==> src/rtl/core/sqmm_ram.sv <==
// ----------------------------------------------------------------------------
// sqmm_ram: generic single-write, single-read RAM
// One write port and one read port, read data registered.
// ----------------------------------------------------------------------------
module sqmm_ram #(
	parameter int  WIDTH = 32,
	parameter int  DEPTH = 64,
	localparam int AW    = (DEPTH > 1) ? $clog2(DEPTH) : 1
) (
	input  logic             clk,
	input  logic             wr_en,
	input  logic [AW-1:0]    wr_addr,
	input  logic [WIDTH-1:0] wr_data,
	input  logic [AW-1:0]    rd_addr,
	output logic [WIDTH-1:0] rd_data
);

	logic [WIDTH-1:0] mem [DEPTH];

	always_ff @(posedge clk) begin
		if (wr_en) begin
			mem[wr_addr] <= wr_data;
		end
		rd_data <= mem[rd_addr];
	end

endmodule

==> config.mk <==
export PLATFORM = sky130hd
export DESIGN_NAME = sqmm_ram
export DESIGN_NICKNAME = d
export VERILOG_FILES = /design/src/rtl/core/sqmm_ram.sv
export SDC_FILE = /design/constraint.sdc
export NUM_CORES = 2
export LEC_CHECK = 0
export BUFFER_PORTS_ARGS = -buffer_cell sky130_fd_sc_hd__buf_4
export CORE_MARGIN = 8
export CORE_UTILIZATION = 35
export CTS_CLUSTER_DIAMETER = 120
export CTS_CLUSTER_SIZE = 24
export DETAILED_ROUTE_END_ITERATION = 10
export GPL_TIMING_DRIVEN = 0
export PLACE_DENSITY = 0.52
export RECOVER_POWER = 50
export SETUP_SLACK_MARGIN = 0.4
export SYNTH_ARGS = -nofsm -noshare
export SYNTH_HDL_FRONTEND = slang
export SYNTH_SLANG_ARGS = --single-unit
==> constraint.sdc <==
create_clock -name clk -period 5.2 [get_ports clk]
set_clock_uncertainty 0.15 [all_clocks]
set_input_delay 1.04 -clock clk [delete_from_list [all_inputs] [get_ports clk]]
set_output_delay 1.04 -clock clk [all_outputs]
set_load 0.02 [all_outputs]
After elaboration in Yosys (flattened, before gate mapping)
Memories as Yosys holds them, arrays and structs flattened. A register that Yosys moved wholly into a read port is not among the register bits.
Index checks and enable logic that the tools add are counted.
{"block": "word_totals", "regBits": 0, "ram_bits": 2048, "inputBits": 46, "output_inout_bits": 32, "n_memories": 1}
{"name": "mem", "depth": 64, "width": 32, "read_ports": 1, "rd_ports_with_merged_regs": 1, "wr": 1, "line_no": "18", "source": "logic [WIDTH-1:0] mem [DEPTH];"}
{"block": "classes", "mux": 2}
{"cell": "1-bit 2-to-1 mux", "n": 2}

Longest topological paths before layout
{"block": "logic_depth", "ltp_word": 2, "ltp_mapped": 10}

Worst setup path before layout
No wires, ideal clock.
{"block": "synth_path", "kind": "input to register", "from": "input port wr_addr[3]", "to": "memory mem[48][0], enable pin", "arrival_ns": 3.739, "t_required_ns": 4.589, "slack_ns": 0.850, "cell_stages": 4, "path_buffers": 1, "cell_sequence": "clkbuf_1 nor2b_1 nand4b_1 nor3_1"}
{"element": "start, declared", "line_no": "12", "source": "input logic [AW-1:0] wr_addr,"}
{"element": "end, declared", "line_no": "18"}
No word-level cell before the write port.

==> reports/qor.txt <==
Crit-path max FO = 10
Post-CTS sizing = 3
Post-CTS setup buffers = 0
Fill count = 19800
Xor and xnor fraction of the mapped netlist area = 0%
Max Slew Vio Count = 2113
Setup-failing EPs final = 0
WL per Instance = 37.9 um
Fin. Hold Viols = 0
Worst VDD drop = 0.271 mV
Top Ports = 78
Post-Syn Area = 0.0785 mm2
Leading area contributor after synthesis = edfxtp_1
Post-Layout Inst Area = 0.0879 mm2
Place WS = -0.931 ns
Crit path top cell by count = buf_2
FFs w/ async S/R, synth = 0%
Overall routed net length = 252000 um
EDFF count, synth = 2048
Die H = 490 um
Critical-path top delay cell = a21oi_1
CTS tree = done
Power Density = 336 mW/mm2
Area grow syn2layout = 11.9%
Initial Util = 35.0%
Gate count after technology mapping = 3324
Initial drt markers = 5221
Critical Path Start Type = input pin
DRC viols = 0
Status = complete, but fails checks
RSZ-0062 raised after global routing = no
Dpl hpwl = 166000 um
Net Count, Synth = 3370
H-tree depth = 3
Crit path max-delay family = buffers and inverters
Tcrit/Tclk final = 95.5%
Post-Synth Adder-Cell Area = 0%
GRT Overall Usage = 20.6%
Crit path depth = 9
Layout net count = 3638
Leakage power = 26.2 nW
First-pass GRT wire length = 337000 um
Slew @ Worst Pin = 3.79 ns
Main combinational cell family by area after synthesis = multiplexers
Final Critical Period = 4.97 ns
Synth top area share = 78.3%
ANT nets after route = 0
Sequential share of the synthesized area = 79.1%
Initial antenna violation count = 22
Setup TNS = 0 ns
WS Path Type = in2reg
FF-to-FF End = rd_data[6]$_DFF_P_
Fmax = 0.201 GHz
Vias per cell = 5.69
Synth Warn # = 0
Die Wd = 490 um
Core area = 0.224 mm2
Num CTS Buffers = 96
Worst path max stage delay = 0.88 ns
RD Place Congestion = 0.829
Later-pin clock latency in the skew report = 0.78 ns
Post-DP Area = 0.0853 mm2
Vias = 37900
DR pass1 iterations = 7
Dominant synthesized flop cell = edfxtp_1
Crit path buf inv count = 5
Share of post-route cells with drive strength above 1 = 25.7%
Worst setup path endpoint = rd_data[11]$_DFF_P_
Worst setup EP type = flip-flop
FF-to-FF Start = mem[31][6]$_DFFE_PP_
Register-to-register setup slack = 2.16 ns
Min-Delay Path Class = in2reg
Reg area = 0.0621 mm2
Die area = 0.240 mm2
Worst hold margin = 0.735 ns
Clock sinks = 2080
Synth Area in Simple Gates = 1.27%
Worst-path cell chain = buf_2 > buf_2 > buf_2 > clkbuf_2 > buf_2 > mux2i_1 > a21oi_1 > a21oi_1 > nor2_1
Overall Power = 29.5 mW
Synth Area in Compound Gates = 1.67%
Post-synthesis mux area share = 16.8%
Top post-synthesis cells by area = edfxtp_1 78%, mux4_2 16%, mux2i_1 1.2%
Hold-fix buffers at CTS = 0
Max-cap violations = 34
Avg Cell Area, Syn = 23.6 um2
Critical Path AT = 5.40 ns
CP startpoint = rd_addr[1]
Row cnt = 174
IO Port Bufs = 69
Largest net degree at the start of global routing = 65
Vias in the first global route = 37400
Multi-input gate area = 0.0159 mm2
Yosys cell types = 34
Failing checks = capacitance limit, slew limit
R2r worst-path depth = 4
Clock transition at path regs = 0.09 ns
Slew HR = -153%
Synth Register Bits = 2080
Grt ovf = 0
CP Data Required Time = 5.63 ns
Clk root buf = clkbuf_16
Final Worst Setup Slack = 0.232 ns
CTS max path bufs = 3
==> registers in the layout, indices dropped and copies added (netlist names) <==
register  count
mem        2048
rd_data      32
==> cell type report <==
cell class | instances | share of cell area, %
Sequential cell | 2080 | 70.7
Multi-Input combinational cell | 1062 | 18.1
Tap cell | 2992 | 4.26
Clock buffer | 161 | 3.13
Timing Repair Buffer | 170 | 2.69
Buffer | 182 | 1.03
Clock inverter | 3 | 0.0299
Antenna cell | 8 | 0.0228
==> kinds of logic (layout without fill, tap and decap cells) <==
logic type,count (synthesis),count (layout)
AOI/OAI and AO/OA,202,202
buffers and inverters,182,516
DFF,2080,2080
muxes,637,637
other,0,8
and+or+nand+nor,223,223
==> synthesized netlist by cell type (2+ instances only) <==
| cell type | instances |
|---|---|
| edfxtp_1 | 2048 |
| mux4_2 | 544 |
| nor2_1 | 137 |
| mux2i_1 | 93 |
| o22ai_1 | 84 |
| clkbuf_1 | 74 |
| a21oi_1 | 62 |
| buf_2 | 57 |
| dfxtp_1 | 32 |
| o221ai_1 | 27 |
| nand2_1 | 26 |
| buf_4 | 25 |
| buf_1 | 21 |
| nor2b_1 | 15 |
| a22oi_1 | 12 |
| a311oi_1 | 8 |
| nand2b_1 | 8 |
| nor3_1 | 7 |
| buf_6 | 5 |
| nand3_1 | 5 |
| nand3b_1 | 5 |
| a41o_1 | 4 |
| and3_1 | 4 |
| o32ai_1 | 4 |
| or3_1 | 3 |
| or3b_2 | 3 |
| and2_1 | 2 |
| nand4_1 | 2 |
| or3b_1 | 2 |
==> placed cells by master (no fill, tap or decap), types with 12 or more instances in the layout <==
cell / synthesis / routed
clkbuf_1: 74 / 161
o22ai_1: 84 / 84
nor2b_1: 15 / 15
buf_12: 0 / 81
nor2_4: 0 / 56
buf_2: 57 / 57
a22oi_1: 12 / 12
nand2_1: 26 / 26
buf_4: 25 / 63
mux4_2: 544 / 544
clkbuf_16: 0 / 101
a21oi_1: 62 / 61
buf_1: 21 / 20
nor2_1: 137 / 81
mux2i_1: 93 / 93
dfxtp_1: 32 / 32
edfxtp_1: 2048 / 2048
o221ai_1: 27 / 27
buf_6: 5 / 12
==> worst min-delay path, cell delays in order <==
cell and delay, ns:
buf_4 0.16, nand4_1 0.16, nor3_1 0.11
==> where the power goes <==
part	internal [mW]	total, mW	switching (mW)
sequential	18.6	18.6	0.0360
combinational	0.646	2.02	1.38
clock	3.65	8.88	5.23
==> worst min path at each step <==
stage,start,to,slack [ns],cells past startpoint
finish,wr_addr[0],mem[49][30]$_DFFE_PP_,0.73,3
global route,wr_addr[0],mem[49][30]$_DFFE_PP_,0.71,3
CTS,wr_data[20],mem[43][20]$_DFFE_PP_,0.62,1
detailed placement,mem[63][30]$_DFFE_PP_,rd_data[30]$_DFF_P_,0.81,5
global placement,mem[62][29]$_DFFE_PP_,rd_data[29]$_DFF_P_,0.81,5
floorplan,mem[12][17]$_DFFE_PP_,rd_data[17]$_DFF_P_,0.51,4
==> through the flow <==
stage	utilization, %	instances
after floorplan	-	3324
after global placement	37.0	6385
after detailed placement	38.1	6486
after CTS	39.3	6650
after global routing	39.2	6651
final	39.2	6658
==> layer usage <==
layer  GRT usage, %  share of wire, %  up-vias  wire length, um
met4           5.91               3.5       12             8920
met1           28.2                40    21000           102000
met5              0              0.12        -              310
li1               -                 -    14700                -
met2           33.5                48     1752           120000
met3           4.57               8.4      372            21200
Note: power is estimated with default switching activity, not from simulation.
