File: config.mk
export PLATFORM = sky130hd
export DESIGN_NAME = sqmm_mac
export DESIGN_NICKNAME = d
export VERILOG_FILES = /design/src/rtl/core/sqmm_pkg.sv /design/src/rtl/core/sqmm_mac.sv
export SDC_FILE = /design/constraint.sdc
export NUM_CORES = 1
export LEC_CHECK = 0
export BUFFER_PORTS_ARGS = -buffer_cell sky130_fd_sc_hd__clkbuf_2
export CORE_ASPECT_RATIO = 1.75
export CORE_UTILIZATION = 60
export CTS_CLUSTER_DIAMETER = 150
export DETAILED_ROUTE_END_ITERATION = 16
export PLACE_DENSITY = 0.77
export SETUP_SLACK_MARGIN = 0.1
export SYNTH_ARGS = -nofsm -noshare
export SYNTH_HDL_FRONTEND = slang
export SYNTH_SLANG_ARGS = --single-unit
File: constraint.sdc
create_clock -name clk -period 8.5 [get_ports clk]
set_clock_uncertainty 0.05 [all_clocks]
set_input_delay 1.275 -clock clk [delete_from_list [all_inputs] [get_ports clk]]
set_output_delay 1.275 -clock clk [all_outputs]
set_load 0.05 [all_outputs]
File: src/rtl/core/sqmm_pkg.sv
// ----------------------------------------------------------------------------
// sqmm_pkg: shared types and constants for the square matrix multiply/add block
// Operation and register codes, sequencer states, and the control structs
// passed between the sequencer, the MAC unit and the top level.
// ----------------------------------------------------------------------------
package sqmm_pkg;

	localparam int DATA_W      = 32;
	localparam int IDX_W       = 3;
	localparam int SIZE_W      = 4;
	localparam int CFG_IDX_W   = 1;
	localparam int CFG_DATA_W  = 4;
	localparam int MAX_DIM_DEF = 8;

	localparam logic [SIZE_W-1:0] SIZE_RESET = 4'd2;

	typedef enum logic {
		OP_MULTIPLY = 1'b0,
		OP_ADD      = 1'b1
	} op_mode_t;

	typedef enum logic [CFG_IDX_W-1:0] {
		REG_OPERATION_MODE = 1'b0,
		REG_MATRIX_SIZE    = 1'b1
	} cfg_reg_t;

	typedef enum logic [1:0] {
		ST_IDLE,
		ST_ISSUE,
		ST_DRAIN,
		ST_EMIT
	} seq_state_t;

	// One operand fetch issued to the MAC pipeline
	typedef struct packed {
		logic valid;
		logic first;
		logic last;
	} issue_t;

	// Load strobe for the result register
	typedef struct packed {
		logic             load;
		logic [IDX_W-1:0] row;
		logic [IDX_W-1:0] col;
		logic             last;
	} emit_t;

endpackage

File: src/rtl/core/sqmm_mac.sv
// ----------------------------------------------------------------------------
// sqmm_mac: shared multiply/add-accumulate unit
// Takes operand pairs from the two stores in the cycle after issue, forms the
// product (or sum in add mode), registers it, then accumulates. Pulses done
// once the last term of a dot product is in the accumulator.
// ----------------------------------------------------------------------------
module sqmm_mac (
	input  logic                         clk,
	input  logic                         arst_n,
	input  sqmm_pkg::op_mode_t           mode,
	input  sqmm_pkg::issue_t             issue,
	input  logic [sqmm_pkg::DATA_W-1:0]  a_data,
	input  logic [sqmm_pkg::DATA_W-1:0]  b_data,
	output logic [sqmm_pkg::DATA_W-1:0]  acc,
	output logic                         done
);
	import sqmm_pkg::*;

	issue_t              tag_s1;
	issue_t              tag_s2;
	logic [DATA_W-1:0]   prod_s2;
	logic [DATA_W-1:0]   acc_q;
	logic                done_q;

	// tags are registered alongside the RAM read, so tag_s1 lines up with the read data
	always_ff @(posedge clk or negedge arst_n) begin
		if (!arst_n) begin
			tag_s1 <= '0;
			tag_s2 <= '0;
			done_q <= 1'b0;
		end else begin
			tag_s1 <= issue;
			tag_s2 <= tag_s1;
			done_q <= tag_s2.valid && tag_s2.last;
		end
	end

	always_ff @(posedge clk) begin
		if (tag_s1.valid) begin
			if (mode == OP_ADD) begin
				prod_s2 <= a_data + b_data;
			end else begin
				prod_s2 <= a_data * b_data;  // low 32 bits only
			end
		end
		if (tag_s2.valid) begin
			acc_q <= tag_s2.first ? prod_s2 : acc_q + prod_s2;
		end
	end

	assign acc  = acc_q;
	assign done = done_q;

endmodule

---- Word-level counts from Yosys, hierarchy flattened ----
Index checks and enable logic that the tools add are counted.
cells by class
  bitwise logic cells ..................... 0
  reductions and logical operators ........ 1
  shift-type cells ........................ 0
  equality and inequality tests ........... 0
  div/mod/pow operators ................... 0
  order comparisons ....................... 0
  $add $sub $neg .......................... 2
  multiply operators ...................... 1
  multiplexer cells ....................... 2
operator list
  cell                                            count
  32-bit adder                                    2
  32-bit 2-to-1 mux                               2
  32-bit by 32-bit multiplier with 32-bit output  1
  1-bit logical AND                               1
storage, ports and cells
  memory bits (writable) .................. 0
  latch bits .............................. 0
  memory bits (read-only) ................. 0
  flip-flop bits (word level) ............. 71
  memories ................................ 0
  input port bits ......................... 70

---- Logic depth before layout (Yosys ltp) ----
  depth after elaboration ................. 2
  gate-level depth with buffers ........... 28
  gate-level depth less buffers ........... 26

---- Worst setup path after synthesis ----
OpenSTA, ideal clock, no wires.
  kind .................................... input to register
  start point ............................. in a_data[11] in the netlist's numbering
  end point ............................... reg prod_s2[23] (data pin)
  buffers on the path ..................... 2
  path slack .............................. 482 ps
  setup time .............................. 263 ps
  arrival time ............................ 7,705 ps
  stages .................................. 25
  path through ............................ clkbuf_1 > clkbuf_1 > and2_1 > fa_1 > fa_1 > fa_1 > inv_1 > fa_1 > inv_1 > fa_1 > inv_1 > fa_1 > inv_1 > fa_1 > fa_1 > ha_1 > a21o_1 > a21o_1 > a21oi_1 > nand3_1 > a21o_1 > a21oi_1 > xor2_1 > nor2_1 > a2111o_1
between the ends
  cells in the longest elaborated chain, start to end .. 2
ends and longest elaborated chain
  what                                                                                   line                            text
  start, declared                                                                        sqmm_mac.sv:12                  input logic [sqmm_pkg::DATA_W-1:0] a_data,
  32-bit by 32-bit multiplier with 32-bit output / 32-bit adder (equally long branches)  sqmm_mac.sv:43, sqmm_mac.sv:41
  32-bit 2-to-1 mux (*)                                                                  sqmm_mac.sv:40                  if (mode == OP_ADD) begin
  end signal, assigned                                                                   sqmm_mac.sv:41                  prod_s2 <= a_data + b_data;
  end signal, assigned                                                                   sqmm_mac.sv:43                  prod_s2 <= a_data * b_data;
  end, declared                                                                          sqmm_mac.sv:21                  logic [DATA_W-1:0] prod_s2;
Every way passes the cells marked *; elsewhere a longest branch is shown, timed or not.
A chain may end at the register's enable or synchronous reset.

---- Final worst setup path ----
  start point ............................. in a_data[10] in the netlist's numbering
  end point ............................... reg prod_s2[31] (data pin)
The elaborated chain is that of the path after synthesis.

==> results.sh <==
export IMPL_synth_edff_count=64
export IMPL_crit_path_end_kind="register"
export IMPL_dieArea_um2=36300
export IMPL_fmax_mhz=124
export IMPL_grt_max_degree=63
export IMPL_worstReg2RegStart="acc[1]$_DFFE_PP_"
export IMPL_start_util_pct=60.6
export IMPL_vias=17400
export IMPL_io_buffers=102
export IMPL_grt_util_all_layers_pct=38.9
export IMPL_ys_flop_type="edfxtp_1"
export IMPL_ant_nets=0
export IMPL_synth_top_area_share_pct=38.5
export IMPL_hpwl_mm=56.9
export IMPL_criticalPathCategory="in2reg"
export IMPL_drc=0
export IMPL_finalCritPeriodShare_pct=94.9
export IMPL_yosys_top_cells_area="fa_1, ha_1, edfxtp_1"
export IMPL_tightest_slew_ns=0.684
export IMPL_holdBufCountCts=0
export IMPL_synth_simple_area_share_pct=17.3
export IMPL_layout_common_cells="fa_1, inv_1, and2_1, nand2_1, ha_1"
export IMPL_post_cts_buffers=0
export IMPL_layout_commonest_cell="fa_1"
export IMPL_detail_route_wl_per_cell_um=23.0
export IMPL_avgViaCountPerCell=5.94
export IMPL_cts_buffer_depth=2
export IMPL_rsz0062_at_grt="no"
export IMPL_cts_resized=0
export IMPL_syn_area_per_cell_um2=9.19
export IMPL_max_cap_violations=0
export IMPL_diodes=0
export IMPL_setup_violations=0
export IMPL_overflow=0
export IMPL_fin_nets=3117
export IMPL_coreArea_um2=35200
export IMPL_crit_start="a_data[10]"
export IMPL_start_kind="input port"
export IMPL_cp_max_fo=11
export IMPL_ys_seq_elements=71
export IMPL_synth_cells=2322
export IMPL_ys_seq_area_share_pct=9.83
export IMPL_cts_buffers_inserted=9
export IMPL_drv_slew=0
export IMPL_grt_pass1_wl_mm=101
export IMPL_ctsHtreeMaxLevel=3
export IMPL_grt_pass1_vias=18900
export IMPL_place_ws_ns=0.0925
export IMPL_finalWorstSetupSlack_ns=0.430
export IMPL_cts_tree="yes"
export IMPL_async_flop_share_pct=9.86
export IMPL_setup_tns_ns=0
export IMPL_placedCellCount=2906
export IMPL_synth_area_um2=21300
export IMPL_instances_no_fill=2922
export IMPL_worstPathRequired_ns=8.53
export IMPL_nFillCells=2774
export IMPL_synth_distinct_cells=70
export IMPL_synth_compound_area_share_pct=9.02
export IMPL_synthMuxAreaShare_pct=0.493
export IMPL_die_h_um=251
export IMPL_rows=91
export IMPL_ioPinCount=103
export IMPL_synth_top_family_by_area="adder cells"
export IMPL_clkLatencyLatePin_ns=0.36
export IMPL_routed_wirelength_mm=67.2
export IMPL_cts_root_buf="clkbuf_16"
export IMPL_drt_pass1_iter_count=5
export IMPL_yosysWarnings=0
export IMPL_syn2layout_area_growth_pct=9.39
export IMPL_place_congestion=1.08
export IMPL_worstHoldPathType="reg2reg"
export IMPL_hold_start="tag_s1[0]$_DFF_PN0_"
export IMPL_run_status="finished, final reports clean"
export IMPL_fin_util_pct=66.3
export IMPL_slew_headroom_pct=54.4
export IMPL_synth_xor_area_share_pct=5.34
export IMPL_critPathArrivalTime_ns=8.10
export IMPL_clk_pin_slew_worst_paths_ns=0.06
export IMPL_clock_sinks=71
export IMPL_antenna_found_initial=0
export IMPL_synthAdderAreaFrac_pct=49.3
export IMPL_synth_nets=2987
export IMPL_drtIter0Drc=999
export IMPL_drive_above_1_share_pct=10.2
export IMPL_die_w_um=145
export IMPL_period_needed_ns=8.07
export IMPL_synth_top_cell_by_area="fa_1"
export IMPL_hold_viol=0
[worst max-delay path: stages]
cell and delay, ns:
clkbuf_2 0.34, ha_1 0.31, inv_1 0.16, fa_1 0.39
inv_1 0.07, fa_1 0.43, fa_1 0.51, inv_1 0.05
fa_1 0.47, inv_1 0.06, fa_1 0.49, fa_1 0.46
fa_1 0.54, fa_1 0.42, ha_1 0.32, a21o_1 0.19
a21o_1 0.17, a21o_1 0.21, o21ai_0 0.19, a31oi_1 0.07
buf_4 0.17, a221o_1 0.32, a21oi_1 0.22, xnor2_1 0.10
nor2_1 0.09, a21oi_1 0.05
[sequential cells by signal, indices dropped and copies added (netlist names)]
register / flops
done: 1
tag_s1: 3
prod_s2: 32
acc: 32
tag_s2: 3
[Yosys cell counts (all sizes together) (2+ instances only)]
library cell  instances
nand3b                3
nand2               289
o2111ai               2
o31ai                11
and2                304
mux2                  4
dfrtp                 7
nor3                 17
edfxtp               64
nand2b               13
nor2                 58
o41ai                 2
fa                  410
a21oi                82
a211oi               11
o21a                 13
o21ai                77
and3                  3
or3                   7
a21o                 37
o21bai                6
a221o                 2
nand4                 6
a2111oi               2
a31o                  2
nor2b                 9
mux2i                 6
ha                  185
a2111o                2
a21boi                3
o22ai                 4
a31oi                 9
nand3                13
o211ai                7
or2                   2
a22oi                 3
xor2                 54
inv                 396
a211o                 5
xnor2                76
o32a                  2
clkbuf               97
[path summary, 6_finish.rpt]
path / end / slack [ns] / cells past startpoint
hold / removal: tag_s2[0]$_DFF_PN0_ / 0.30 / 0
setup / recovery: prod_s2[31]$_DFFE_PP_ / 0.43 / 26
hold reg to reg: tag_s2[0]$_DFF_PN0_ / 0.30 / 0
setup reg to reg: acc[31]$_DFFE_PP_ / 4.80 / 11
min in group asynchronous: done$_DFF_PN0_ / 0.70 / 1
max in group asynchronous: tag_s2[1]$_DFF_PN0_ / 7.52 / 1
[cell type report]
| type | instances | area (um^2) | area share [%] |
|---|---|---|---|
| clock buffer | 9 | 225 | 0.965 |
| timing repair buffer | 217 | 1470 | 6.32 |
| tap | 465 | 582 | 2.49 |
| inverter | 396 | 1490 | 6.37 |
| clock inverter | 7 | 87.6 | 0.375 |
| multi-input combinational | 1757 | 17400 | 74.5 |
| sequential | 71 | 2100 | 8.99 |
[metrics by stage]
step	hold slack, ns	cell area [um^2]
finish	0.302	23300
global route	0.312	23300
CTS	0.305	23300
detailed placement	0.294	23000
global placement	0.283	23000
floorplan	0.281	21300
[layer usage]
layer	global-route usage [%]	share of wire, %
met3	4.82	6.4
met2	68.6	51
met4	38.7	12
met5	0	0
met1	37.8	30
[kinds of logic after synthesis]
family                   Yosys count
multiplexers                      10
XOR/XNOR                         130
AND/OR/NAND/NOR                  730
flip-flops                        71
AO/OA/AOI/OAI                    292
buffers and inverters            494
adder cells (fa/ha/maj)          595
Power is left out: the tool's default activity adds up to more than one toggle a clock period on the data nets, which glitch-free logic cannot reach.
