**src/rtl/core/sqmm_pkg.sv**
```systemverilog
// ----------------------------------------------------------------------------
// sqmm_pkg: shared types and constants for the square matrix multiply/add block
// Operation and register codes, sequencer states, and the control structs
// passed between the sequencer, the MAC unit and the top level.
// ----------------------------------------------------------------------------
package sqmm_pkg;

	localparam int DATA_W      = 32;
	localparam int IDX_W       = 3;
	localparam int SIZE_W      = 4;
	localparam int CFG_IDX_W   = 1;
	localparam int CFG_DATA_W  = 4;
	localparam int MAX_DIM_DEF = 8;

	localparam logic [SIZE_W-1:0] SIZE_RESET = 4'd2;

	typedef enum logic {
		OP_MULTIPLY = 1'b0,
		OP_ADD      = 1'b1
	} op_mode_t;

	typedef enum logic [CFG_IDX_W-1:0] {
		REG_OPERATION_MODE = 1'b0,
		REG_MATRIX_SIZE    = 1'b1
	} cfg_reg_t;

	typedef enum logic [1:0] {
		ST_IDLE,
		ST_ISSUE,
		ST_DRAIN,
		ST_EMIT
	} seq_state_t;

	// One operand fetch issued to the MAC pipeline
	typedef struct packed {
		logic valid;
		logic first;
		logic last;
	} issue_t;

	// Load strobe for the result register
	typedef struct packed {
		logic             load;
		logic [IDX_W-1:0] row;
		logic [IDX_W-1:0] col;
		logic             last;
	} emit_t;

endpackage

```
**src/rtl/core/sqmm_ctrl.sv**
```systemverilog
// ----------------------------------------------------------------------------
// sqmm_ctrl: result sequencer
// Walks rows, columns and the inner index, issues operand fetches to the
// stores and the MAC, and hands each finished element to the result register.
// ----------------------------------------------------------------------------
module sqmm_ctrl #(
	parameter int  MAX_DIM = sqmm_pkg::MAX_DIM_DEF,
	localparam int DEPTH   = MAX_DIM * MAX_DIM,
	localparam int ADDR_W  = (DEPTH > 1) ? $clog2(DEPTH) : 1
) (
	input  logic                          clk,
	input  logic                          arst_n,
	input  logic                          start,
	input  sqmm_pkg::op_mode_t            cfg_mode,
	input  logic [sqmm_pkg::SIZE_W-1:0]   cfg_size,
	input  logic                          slot_free,
	input  logic                          mac_done,
	output sqmm_pkg::op_mode_t            mode,
	output sqmm_pkg::issue_t              issue,
	output logic [ADDR_W-1:0]             rd_addr_a,
	output logic [ADDR_W-1:0]             rd_addr_b,
	output sqmm_pkg::emit_t               emit,
	output logic                          busy
);
	import sqmm_pkg::*;

	localparam int LIN_W = IDX_W + SIZE_W;

	seq_state_t        state_q, state_d;
	logic [IDX_W-1:0]  r_q, r_d;
	logic [IDX_W-1:0]  c_q, c_d;
	logic [IDX_W-1:0]  k_q, k_d;
	logic [IDX_W-1:0]  nm1_q;
	logic [IDX_W-1:0]  nm1_eff;
	op_mode_t          mode_q;
	logic [IDX_W-1:0]  last_k;
	logic [IDX_W-1:0]  a_col;
	logic [IDX_W-1:0]  b_row;

	function automatic logic [ADDR_W-1:0] lin(input logic [IDX_W-1:0] row,
	                                         input logic [IDX_W-1:0] col);
		logic [LIN_W-1:0] v;
		v = LIN_W'(row) * LIN_W'(MAX_DIM) + LIN_W'(col);
		return v[ADDR_W-1:0];
	endfunction

	// size 0 runs as 1, sizes above MAX_DIM run as MAX_DIM
	always_comb begin
		priority if (cfg_size == '0) begin
			nm1_eff = '0;
		end else if (cfg_size > SIZE_W'(MAX_DIM)) begin
			nm1_eff = IDX_W'(MAX_DIM - 1);
		end else begin
			nm1_eff = IDX_W'(cfg_size - 1'b1);
		end
	end

	assign last_k    = (mode_q == OP_ADD) ? '0 : nm1_q;
	assign a_col     = (mode_q == OP_ADD) ? c_q : k_q;
	assign b_row     = (mode_q == OP_ADD) ? r_q : k_q;
	assign rd_addr_a = lin(r_q, a_col);
	assign rd_addr_b = lin(b_row, c_q);
	assign mode      = mode_q;
	assign busy      = (state_q != ST_IDLE);

	always_ff @(posedge clk or negedge arst_n) begin
		if (!arst_n) begin
			state_q <= ST_IDLE;
			r_q     <= '0;
			c_q     <= '0;
			k_q     <= '0;
		end else begin
			state_q <= state_d;
			r_q     <= r_d;
			c_q     <= c_d;
			k_q     <= k_d;
		end
	end

	// run settings captured at start; the user keeps config quiet while busy, the block does not enforce it
	always_ff @(posedge clk) begin
		if (state_q == ST_IDLE && start) begin
			nm1_q  <= nm1_eff;
			mode_q <= cfg_mode;
		end
	end

	always_comb begin
		state_d    = state_q;
		r_d        = r_q;
		c_d        = c_q;
		k_d        = k_q;
		issue      = '0;
		emit.load  = 1'b0;
		emit.row   = r_q;
		emit.col   = c_q;
		emit.last  = (r_q == nm1_q) && (c_q == nm1_q);
		unique case (state_q)
			ST_IDLE: begin
				if (start) begin
					state_d = ST_ISSUE;
					r_d     = '0;
					c_d     = '0;
					k_d     = '0;
				end
			end
			ST_ISSUE: begin
				issue.valid = 1'b1;
				issue.first = (k_q == '0);
				issue.last  = (k_q == last_k);
				if (k_q == last_k) begin
					state_d = ST_DRAIN;
					k_d     = '0;
				end else begin
					k_d = k_q + 1'b1;
				end
			end
			ST_DRAIN: begin
				if (mac_done) begin
					state_d = ST_EMIT;
				end
			end
			ST_EMIT: begin
				if (slot_free) begin
					emit.load = 1'b1;
					if (emit.last) begin
						state_d = ST_IDLE;
					end else begin
						state_d = ST_ISSUE;
						if (c_q == nm1_q) begin
							c_d = '0;
							r_d = r_q + 1'b1;
						end else begin
							c_d = c_q + 1'b1;
						end
					end
				end
			end
			default: begin
				state_d = ST_IDLE;
			end
		endcase
	end

	// the accumulator only finishes while we are waiting for it
	a_done_in_drain: assert property (@(posedge clk) disable iff (!arst_n)
		mac_done |-> state_q == ST_DRAIN)
		else $error("MAC finished outside drain");

	// a new dot product never starts in the middle of an issue burst
	a_first_after_gap: assert property (@(posedge clk) disable iff (!arst_n)
		issue.valid && issue.first |-> $past(state_q) != ST_ISSUE)
		else $error("first term issued back to back with a previous burst");

endmodule

```
**config.mk**
```make
export PLATFORM = sky130hd
export DESIGN_NAME = sqmm_ctrl
export DESIGN_NICKNAME = d
export VERILOG_FILES = /design/src/rtl/core/sqmm_pkg.sv /design/src/rtl/core/sqmm_ctrl.sv
export SDC_FILE = /design/constraint.sdc
export NUM_CORES = 1
export LEC_CHECK = 0
export CORE_ASPECT_RATIO = 0.9
export CORE_MARGIN = 5
export CORE_UTILIZATION = 40
export CTS_CLUSTER_DIAMETER = 30
export DETAILED_ROUTE_END_ITERATION = 12
export DONT_BUFFER_PORTS = 1
export PLACE_DENSITY = 0.54
export SLEW_MARGIN = 20
export SYNTH_ARGS = -nofsm -noshare
export SYNTH_HDL_FRONTEND = slang
export SYNTH_SLANG_ARGS = --single-unit
```
**constraint.sdc**
```tcl
create_clock -name clk -period 4.05 [get_ports clk]
set_input_delay 0.405 -clock clk [delete_from_list [all_inputs] [get_ports clk]]
set_output_delay 0.405 -clock clk [all_outputs]
set_load 0.05 [all_outputs]
```
; Word-level counts from Yosys, hierarchy flattened
; Cells that the tools add are included.
[word_totals]
ff_bits = 15
latchBits = 0
mem_count = 0
mem_bits_rw = 0
romBits = 0
word_cells = 61
[op_classes]
n_bitwise = 0
n_mul = 0
magnitude_cmp = 1
eq_ne = 12
reduce_logical = 12
muxes = 24
add_sub_neg = 6
n_shift = 0
n_div = 0
[ops]
columns = cell, n
row1 = $mux W3, 13
row2 = $pmux W3 S2, 3
row3 = $add A6 B3 Y6, 2
row4 = $ne A2 B2 Y1 const B, 6
row5 = $add A3 B1 Y3 const B, 3
row6 = $eq A3 B3 Y1, 3
row7 = $mux W2, 4
row8 = $pmux W2 S4, 1
row9 = $reduce_and A4 Y1, 2
row10 = $reduce_bool A2 Y1, 3
row11 = $reduce_and A5 Y1, 1
row12 = $eq A2 B2 Y1 const B, 2
row13 = $gt A4 B4 Y1 const B, 1
row14 = $logic_not A4 Y1, 1
row15 = $logic_not A3 Y1, 1
row16 = $mux W1, 3
row17 = $sub A3 B1 Y3 const B, 1
row18 = $eq A2 B1 Y1 const B, 1
row19 = $logic_and A1 B1 Y1, 2
row20 = $logic_not A2 Y1, 1
row21 = $reduce_and A2 Y1, 1

; Longest topological paths before layout
; Gate-level depths: netlist (run 1).
[depth]
word_depth = 5
mapped_depth = 7
mapped_depth_nobuf = 7

; Least setup slack after synthesis (run 1)
; No wires, ideal clock.
[synth_path]
path_type = register -> output
startpoint = register state_q[1]
endpoint = output issue[0] in the netlist's numbering
arrival_ns = 2.378
required_ns = 3.645
path_buffers = 0
path_slack_ns = 1.267
stages_incl_launch_ff = 5
cell_sequence = dfrtp_1 -> inv_1 -> ha_1 -> inv_1 -> a211oi_1
[synth_lines]
columns = element, line
row1 = start: declaration, sqmm_ctrl.sv:29  ; seq_state_t state_q, state_d;
row2 = start signal: assignment, sqmm_ctrl.sv:73  ; state_q <= state_d;
row3 = end: declaration, sqmm_ctrl.sv:19  ; output sqmm_pkg::issue_t issue,

==> impl_metrics.tcl, run 1 <==
set metrics [dict create \
    critPathBufInv 2 \
    drt_first_pass_iters 5 \
    crit_path_max_incr_delay_ns 0.74 \
    final_common_cell "nand2_1" \
    stdcell_area_sq_mm 0.00128 \
    drv_cap 0 \
    rrSetupSlack_ns 1.83 \
    cts_htree_levels 1 \
    synth-seq-cells 15 \
    cp_top_family "compound AO/OA/AOI/OAI gates" \
    ys_seq_area_share_pct 33.0 \
    grt_pass1_vias 897 \
    worstSetupPathType "reg -> out" \
    clkLatencyLatePin_ns 0.28 \
    grt_overflow 0 \
    status "finished, final reports clean" \
    synthToLayoutAreaGrowth_pct 6.99 \
    fin_util_pct 45.6 \
    hold_violations 0 \
    synth_ff_type "dfrtp_1" \
    via_per_inst 5.19 \
    floorplan.die_area_sq_mm 0.00419 \
    final_max_slew_viol_count 0 \
    cts_tree "yes" \
    core-area_sq_mm 0.00282 \
    tightest_slew_ns 0.987 \
    fin_skew_ns 0.00128 \
    cp_common_cell "inv_1" \
    ys_types 39 \
    crit_arrival_ns 2.38 \
    gp_congestion 0.746 \
    dpl_cell_area_sq_mm 0.00125 \
    layout_common_cells "nand2_1 (23), inv_1 (12), dfrtp_1 (11)" \
    wire_per_inst_microns 15.1 \
    p_per_area_mw_per_mm2 766 \
    synthArstFlopShare_pct 73.3 \
    synthCells 132 \
    end_kind "primary output" \
    timing.fmax_mhz 359 \
    synth_area_per_cell_sq_um 9.08 \
    initial_core_util_pct 42.6 \
    drc_errors 0 \
    cp.depth 4 \
    die_y_microns 61.9 \
    period_needed_ns 2.78 \
    reg2reg_to "state_q[0]$_DFFE_PN0P_" \
    holdCritPathClass "in -> reg" \
    io_pins 35 \
    worstHoldStart "cfg_mode" \
    io_buffer_count 0 \
    r2r_cells 5 \
    clockRootBuffer "clkbuf_4" \
    path_clk_slew_ns 0.09 \
    ctsLongestPathBuffers 2 \
    antenna_found_initial 0 \
    diodes 0 \
    clock_sinks 15 \
    vias 913 \
    crit_chain "inv_1, ha_1, inv_1, a211oi_2" \
    cp-start-kind "register" \
    vdd_drop_max_mv 0.300 \
    endpoint "issue[0]" \
    min_period_over_period_pct 68.7 \
    cts_setup_buffers 0 \
    nNetsFinal 157 \
    die_w_microns 67.7 \
    synth_edf_count 4 \
    track_usage_pct 14.1 \
    finalWirelength_microns 2660 \
    fin_tns_setup_ns 0 \
    rsz0062_at_grt "false" \
    slew-limit-headroom_pct 34.0 \
    drive_gt1_share_pct 14.0 \
    r2r_start "nm1_q[2]$_SDFFCE_PN0P_" \
    cts_buffers 3 \
    dp_slack_ns 1.56 \
    p_leak_nw 0.626 \
    dp_hpwl_microns 2190 \
    ant_nets 0 \
    drtIter0Drc 19 \
    worstPathRequired_ns 3.64 \
    syn_area_sq_mm 0.00120 \
    cp-startpoint "state_q[1]$_DFFE_PN0P_" \
    grt_pass1_wl_microns 4280 \
    postCtsResizedCells 0 \
    setup_slack_ns 1.27 \
    crit_fanout 5 \
    grt_max_degree 15 \
    rows 18 \
    setup_viol_count_final 0 \
    crit_slowest_cell "a211oi_2" \
    synth-warning-count 0 \
    syn_nets 152 \
]
flip-flops by register name, indices dropped and copies added, names as in the netlist:
register,count
c_q,3
state_q,2
k_q,3
mode,1
r_q,3
nm1_q,3
logic make-up (layout without fill, tap and decap cells):
| logic type | after synthesis | in the layout | synth area share, % |
|---|---|---|---|
| AND/OR/NAND/NOR | 51 | 51 | 23.5 |
| AO/OA/AOI/OAI | 28 | 28 | 17.2 |
| buffers and inverters | 19 | 23 | 8.14 |
| flip-flops | 15 | 15 | 33.0 |
| adder cells (fa/ha/maj) | 10 | 10 | 10.4 |
| XOR/XNOR | 8 | 8 | 6.47 |
| multiplexers | 1 | 1 | 1.25 |
routing by layer:
layer,vias up,GRT usage [%],routed length (microns)
met5,-,0,0
met3,2,3.60,196
li1,453,-,-
met1,431,17.2,1160
met4,0,5.49,21
met2,27,23.9,1280
worst reg2reg max path: stages, from the launching register on:
cell	delay [ns]
edfxtp_1	0.52
xnor2_1	0.30
nand3_2	0.16
nor2_1	0.77
o21ai_0	0.19
a2bb2oi_1	0.18
power by group:
group	total (mW)	internal, mW	leakage, nW	switching (mW)
registers	0.250	0.198	0.180	0.0525
logic	0.645	0.184	0.431	0.461
clock network	0.0870	0.0381	0.0150	0.0489
total	0.982	0.420	0.626	0.563
synth_stat cells, drive strengths merged (2+ instances only):
library cell	count	area, sq um
xnor2	8	77.6
nand2	24	92.6
a21oi	5	28.8
nand2b	5	31.3
edfxtp	4	120
o21ai	7	35.0
ha	10	125
a21o	4	30.0
dfrtp	11	275
nor3b	3	22.5
inv	12	45.0
nand3	3	25.0
a22oi	2	33.8
buf	7	52.6
nor2	7	26.3
o21bai	3	22.5
what timing repair did:
item / in CTS / in global routing
endpoints found under the setup margin: 0 / 0
hold buffers: 1 / 0
endpoints found under the hold margin: 11 / 0
layout make-up:
| class | count | area (sq um) |
|---|---|---|
| clock buffers | 4 | 26.3 |
| fillers | 286 | 1530 |
| inverters | 12 | 45.0 |
| repair buffers | 7 | 55.1 |
| flip-flops and latches | 15 | 395 |
| well taps | 40 | 50.0 |
| multi-input cells | 98 | 711 |
how the worst min path moves through the flow:
stage | end | cells past startpoint
2_1_floorplan | c_q[0]$_DFFE_PN0P_ | 0
3_3_place_gp | state_q[0]$_DFFE_PN0P_ | 0
3_5_place_dp | state_q[0]$_DFFE_PN0P_ | 0
4_1_cts | mode$_DFFE_PP_ | 0
5_1_grt | mode$_DFFE_PP_ | 0
6_report | mode$_DFFE_PP_ | 0
metrics by stage:
stage / power [mW] / std cells / hold WS, ns
CTS: 0.991 / 176 / 0.210
floorplan: 0.801 / 132 / 0.109
global placement: 0.884 / 171 / 0.110
detailed placement: 0.898 / 171 / 0.110
finish: 0.982 / 176 / 0.216
global route: 1.06 / 176 / 0.185
(Power assumes the default switching activity.)
==> run 2, diff against run 1 <==
- PLACE_DENSITY: 0.54 -> 0.56
- clock period: 4.05 -> 2.3 ns (I/O delays scaled with it)
==> run 2 against run 1 <==
Non-clock buffer count grew 5. Setup slack lost 0.85 ns. Via count grew 0.66%. Critical endpoint unchanged. Design area grew 2.9%. Flip-flop and latch count is the same. Largest cell class unchanged. Register-to-register slack lost 1.4 ns. Critical path type unchanged.
==> impl_metrics.tcl, run 2 (synthesis results as in run 1) <==
set metrics [dict create \
    diodes 0 \
    final_common_cell "nand2_1" \
    worstPathRequired_ns 2.07 \
    grt_overflow 0 \
    drc_errors 0 \
    hold_buffers 1 \
    holdWs_ns 0.0320 \
    drt_first_pass_iters 4 \
    grt_pass1_wl_microns 4130 \
    slew-limit-headroom_pct 63.6 \
    grt_pass1_vias 891 \
    vdd_drop_max_mv 0.662 \
    worstHoldStart "cfg_mode" \
    ctsLongestPathBuffers 2 \
    status "finished, final reports clean" \
    clockRootBuffer "clkbuf_4" \
    hold_violations 0 \
    clkLatencyLatePin_ns 0.29 \
    drv_cap 0 \
    layout_common_cells "nand2_1 (23), inv_1 (12), dfrtp_1 (11), buf_4 (11), ha_1 (10)" \
    rows 18 \
    worstSetupPathType "reg -> out" \
    cp-start-kind "register" \
    fin_util_pct 46.9 \
    cp_top_family "flip-flops" \
    r2r_cells 7 \
    wl_met1_microns 1230 \
    vias 919 \
    critPathBufInv 1 \
    track_usage_pct 13.2 \
    drive_gt1_share_pct 17.0 \
    route.met3.wl_microns 154 \
    io_pins 35 \
    ant_nets 0 \
    setup_slack_ns 0.419 \
    cts_buffers 3 \
    via_per_inst 5.08 \
    final_cells 181 \
    die_w_microns 67.7 \
    timing.fmax_mhz 532 \
    finalWirelength_microns 2550 \
    drtIter0Drc 27 \
    crit_chain "and4bb_1, a22oi_2, a211oi_2, buf_4" \
    crit_path_max_incr_delay_ns 0.49 \
    io_buffer_count 0 \
    route.met2.wl_microns 1130 \
    postCtsResizedCells 0 \
    period_needed_ns 1.88 \
    core-area_sq_mm 0.00282 \
    p_per_area_mw_per_mm2 1330 \
    dp_hpwl_microns 2120 \
    fin_skew_ns 0.00826 \
    path_clk_slew_ns 0.09 \
    hold_depth 0 \
    wire_per_inst_microns 14.1 \
    cts_setup_buffers 0 \
    nFillCells 287 \
    setup_viol_count_final 0 \
    reg2reg_to "r_q[2]$_DFFE_PN0P_" \
    cts_htree_levels 1 \
    initial_core_util_pct 42.6 \
    gp_congestion 0.778 \
    placed_cells 176 \
    seqCellArea_sq_um 395 \
    multiInputGateArea_sq_um 711 \
    tightest_slew_ns 0.545 \
    die_y_microns 61.9 \
    antenna_found_initial 0 \
    cp.depth 4 \
    crit_slowest_cell "edfxtp_1" \
    floorplan.die_area_sq_mm 0.00419 \
    dp_slack_ns 0.444 \
    rsz0062_at_grt "false" \
    final_max_slew_viol_count 0 \
    nNetsFinal 162 \
    whs_endpoint "mode$_DFFE_PP_" \
    rrSetupSlack_ns 0.43 \
    crit_arrival_ns 1.65 \
    clock_sinks 15 \
    topRoutingLayerUsed "met4" \
    min_period_over_period_pct 81.8 \
    synthToLayoutAreaGrowth_pct 10.1 \
    holdCritPathClass "in -> reg" \
    r2r_start "state_q[0]$_DFFE_PN0P_" \
    cts_tree "yes" \
    end_kind "primary output" \
    grt_max_degree 12 \
    p_leak_nw 0.652 \
    crit_fanout 5 \
    fin_tns_setup_ns 0 \
]
[run 2: cell types whose count changed in the layout (fill, tap and decap cells not counted)]
| cell | before | now |
|---|---|---|
| buf_4 | 6 | 11 |
[run 2: metrics by stage]
step	power, mW	cell area (sq um)
final	1.76	1320
after global routing	1.88	1320
after CTS	1.77	1320
after detailed placement	1.61	1280
after global placement	1.60	1280
after floorplan	1.42	1200
[run 2: per-layer routing]
| layer | up-vias | track usage, % |
|---|---|---|
| li1 | 459 | - |
| met4 | 0 | 4.34 |
| met5 | - | 0 |
| met2 | 25 | 21.8 |
| met3 | 4 | 3.96 |
| met1 | 431 | 16.6 |
[run 2: worst max path at each step]
stage / start / to / slack [ns]
floorplan: r_q[2]$_DFFE_PN0P_ / state_q[0]$_DFFE_PN0P_ / 0.13
global placement: state_q[1]$_DFFE_PN0P_ / r_q[2]$_DFFE_PN0P_ / 0.53
detailed placement: state_q[0]$_DFFE_PN0P_ / r_q[2]$_DFFE_PN0P_ / 0.44
CTS: nm1_q[0]$_SDFFCE_PN0P_ / issue[0] / 0.40
global route: state_q[1]$_DFFE_PN0P_ / r_q[2]$_DFFE_PN0P_ / 0.31
finish: nm1_q[0]$_SDFFCE_PN0P_ / issue[0] / 0.42
[run 2: final cells by class]
cell class | instances | share of cell area, %
inverter | 12 | 3.41
multi-input combinational | 98 | 53.8
clock buffer | 4 | 1.99
sequential | 15 | 30.0
tap | 40 | 3.79
timing repair buffer | 12 | 7.01
[run 2: power breakdown]
| part | leakage (nW) | internal, mW | switching, mW |
|---|---|---|---|
| Combinational | 0.457 | 0.353 | 0.821 |
| Sequential | 0.180 | 0.348 | 0.0801 |
| Clock | 0.0150 | 0.0673 | 0.0860 |
| Total | 0.652 | 0.769 | 0.987 |
==> run 3, diff against run 2 <==
- clock period: 2.3 -> 1.67 ns (I/O delays scaled with it)
==> run 3 against run 2 <==
Die area unchanged. Core utilization is 17 points higher. Clock-buffer cell count stayed put. Sequential share of layout area fell by 7.6 points. Clock power up 40%. Largest power group unchanged. Via count up 16%. Critical path type unchanged. The run now ends with setup timing left. Wire length grew 21%.
==> impl_metrics.tcl, run 3 (synthesis results as in run 1) <==
set metrics [dict create \
    fin_tns_setup_ns -0.496 \
    rsz0062_at_grt "true" \
    min_period_over_period_pct 112 \
    die_y_microns 61.9 \
    diodes 0 \
    worstPathRequired_ns 1.50 \
    clkLatencyLatePin_ns 0.29 \
    failed_checks "setup timing" \
    hold_violations 0 \
    cp_top_family "flip-flops" \
    r2r_cells 8 \
    crit_chain "and2b_1, xnor2_2, buf_4, a211oi_4, buf_12" \
    grt_pass1_vias 1064 \
    layout_common_cells "buf_4 (31), nand2_1 (22), inv_1 (11)" \
    setup_slack_ns -0.203 \
    grt_max_degree 12 \
    p_leak_nw 0.844 \
    gp_congestion 0.826 \
    io_buffer_count 0 \
    clock_sinks 15 \
    core-area_sq_mm 0.00282 \
    nNetsFinal 193 \
    path_clk_slew_ns 0.09 \
    rrSetupSlack_ns -0.06 \
    grt_overflow 0 \
    die_w_microns 67.7 \
    via_per_inst 5.05 \
    timing.fmax_mhz 534 \
    status "finished, violations left" \
    ctsLongestPathBuffers 2 \
    period_needed_ns 1.87 \
    drive_gt1_share_pct 45.3 \
    track_usage_pct 15.5 \
    finalWirelength_microns 3090 \
    final_max_slew_viol_count 0 \
    hold_depth 1 \
    setup_viol_count_final 4 \
    critPathBufInv 2 \
    floorplan.die_area_sq_mm 0.00419 \
    crit_slowest_cell "edfxtp_1" \
    slew-limit-headroom_pct 64.3 \
    drt_first_pass_iters 4 \
    wire_per_inst_microns 14.6 \
    initial_core_util_pct 42.6 \
    end_kind "primary output" \
    cts_htree_levels 1 \
    grt_pass1_wl_microns 4650 \
    drv_cap 0 \
    fin_skew_ns 0.00208 \
    drc_errors 0 \
    p_per_area_mw_per_mm2 1740 \
    clockRootBuffer "clkbuf_4" \
    cts_tree "yes" \
    crit_path_max_incr_delay_ns 0.46 \
    io_pins 35 \
    worstSetupPathType "reg -> out" \
    placed_cells 197 \
    tightest_slew_ns 0.534 \
    vdd_drop_max_mv 1.00 \
    reg2reg_to "r_q[2]$_DFFE_PN0P_" \
    crit_arrival_ns 1.71 \
    drtIter0Drc 33 \
    vias 1070 \
    holdCritPathClass "in -> reg" \
    dp_hpwl_microns 2340 \
    rows 18 \
    worstHoldStart "cfg_size[3]" \
    ant_nets 0 \
    r2r_start "nm1_q[2]$_SDFFCE_PN0P_" \
    final_cells 212 \
    antenna_found_initial 0 \
    synthToLayoutAreaGrowth_pct 51.1 \
    cts_buffers 3 \
    cp-start-kind "register" \
    crit_fanout 3 \
    whs_endpoint "nm1_q[2]$_SDFFCE_PN0P_" \
    final_common_cell "buf_4" \
]
-- run 3: changes by cell type in the layout (fill, tap and decap cells not counted), moves of 7 or more --
| cell | change |
|---|---|
| dfrtp_2 | +7 |
| dfrtp_1 | -7 |
| buf_12 | +8 |
| buf_4 | +20 |
-- run 3: through the flow --
step	area (sq um)	worst slack [ns]	total power [mW]	util, %	hold WS [ns]
detailed placement	1580	-0.0410	2.69	56.2	-0.128
finish	1810	-0.203	3.14	64.4	0.0427
global route	1810	-0.272	3.32	64.4	0.0257
floorplan	1250	-0.162	2.01	-	-0.129
CTS	1710	-0.205	3.00	60.6	0.0374
global placement	1580	0.0333	2.66	56.2	-0.128
-- run 3: how the worst max path moves through the flow --
stage | startpoint | end | slack, ns | cells past startpoint
floorplan | mode$_DFFE_PP_ | state_q[1]$_DFFE_PN0P_ | -0.16 | 5
global placement | state_q[0]$_DFFE_PN0P_ | r_q[2]$_DFFE_PN0P_ | 0.03 | 7
detailed placement | state_q[1]$_DFFE_PN0P_ | r_q[2]$_DFFE_PN0P_ | -0.04 | 8
CTS | nm1_q[1]$_SDFFCE_PN0P_ | issue[0] | -0.20 | 5
global route | nm1_q[1]$_SDFFCE_PN0P_ | issue[0] | -0.27 | 5
finish | nm1_q[1]$_SDFFCE_PN0P_ | issue[0] | -0.20 | 5
-- run 3: layer usage --
layer  global-route usage, %  wire (microns)  part of all wire [%]  up-vias
met1                    15.9            1220                    40      511
met2                    28.3            1580                    51       26
met4                    9.54              89                   2.9        0
li1                        -               -                     -      525
met3                    4.32             199                   6.4        8
met5                       0               0                     0        -
-- run 3: where the power goes --
part | switching, mW | total, mW | leakage, nW | internal (mW)
Sequential | 0.112 | 0.599 | 0.170 | 0.486
Clock | 0.121 | 0.214 | 0.0150 | 0.0931
Combinational | 1.34 | 2.33 | 0.660 | 0.993
Total | 1.57 | 3.14 | 0.844 | 1.57
-- run 3: worst register-to-register path, delay by kind of cell (launching register included) --
kind | cells | cell delay (ns)
compound gates | 1 | 0.25
flops | 1 | 0.52
buf+inv | 3 | 0.48
simple gates | 3 | 0.21
xor+xnor | 1 | 0.15
-- run 3: layout make-up --
class / count / area, sq um
Clock buffer: 4 / 26.3
Sequential cell: 15 / 404
Tap cell: 40 / 50.0
Inverter: 12 / 48.8
Multi-Input combinational cell: 98 / 843
Fill cell: 216 / 1000
Timing Repair Buffer: 43 / 439
-- run 3: timing repair --
item                                   4_1_cts  5_1_grt
pin swaps                                    5        3
resized for setup                            6       16
endpoints found under the hold margin       12        0
setup endpoints to repair                    6       14
hold buffers                                 2        0
setup buffers                                6        3
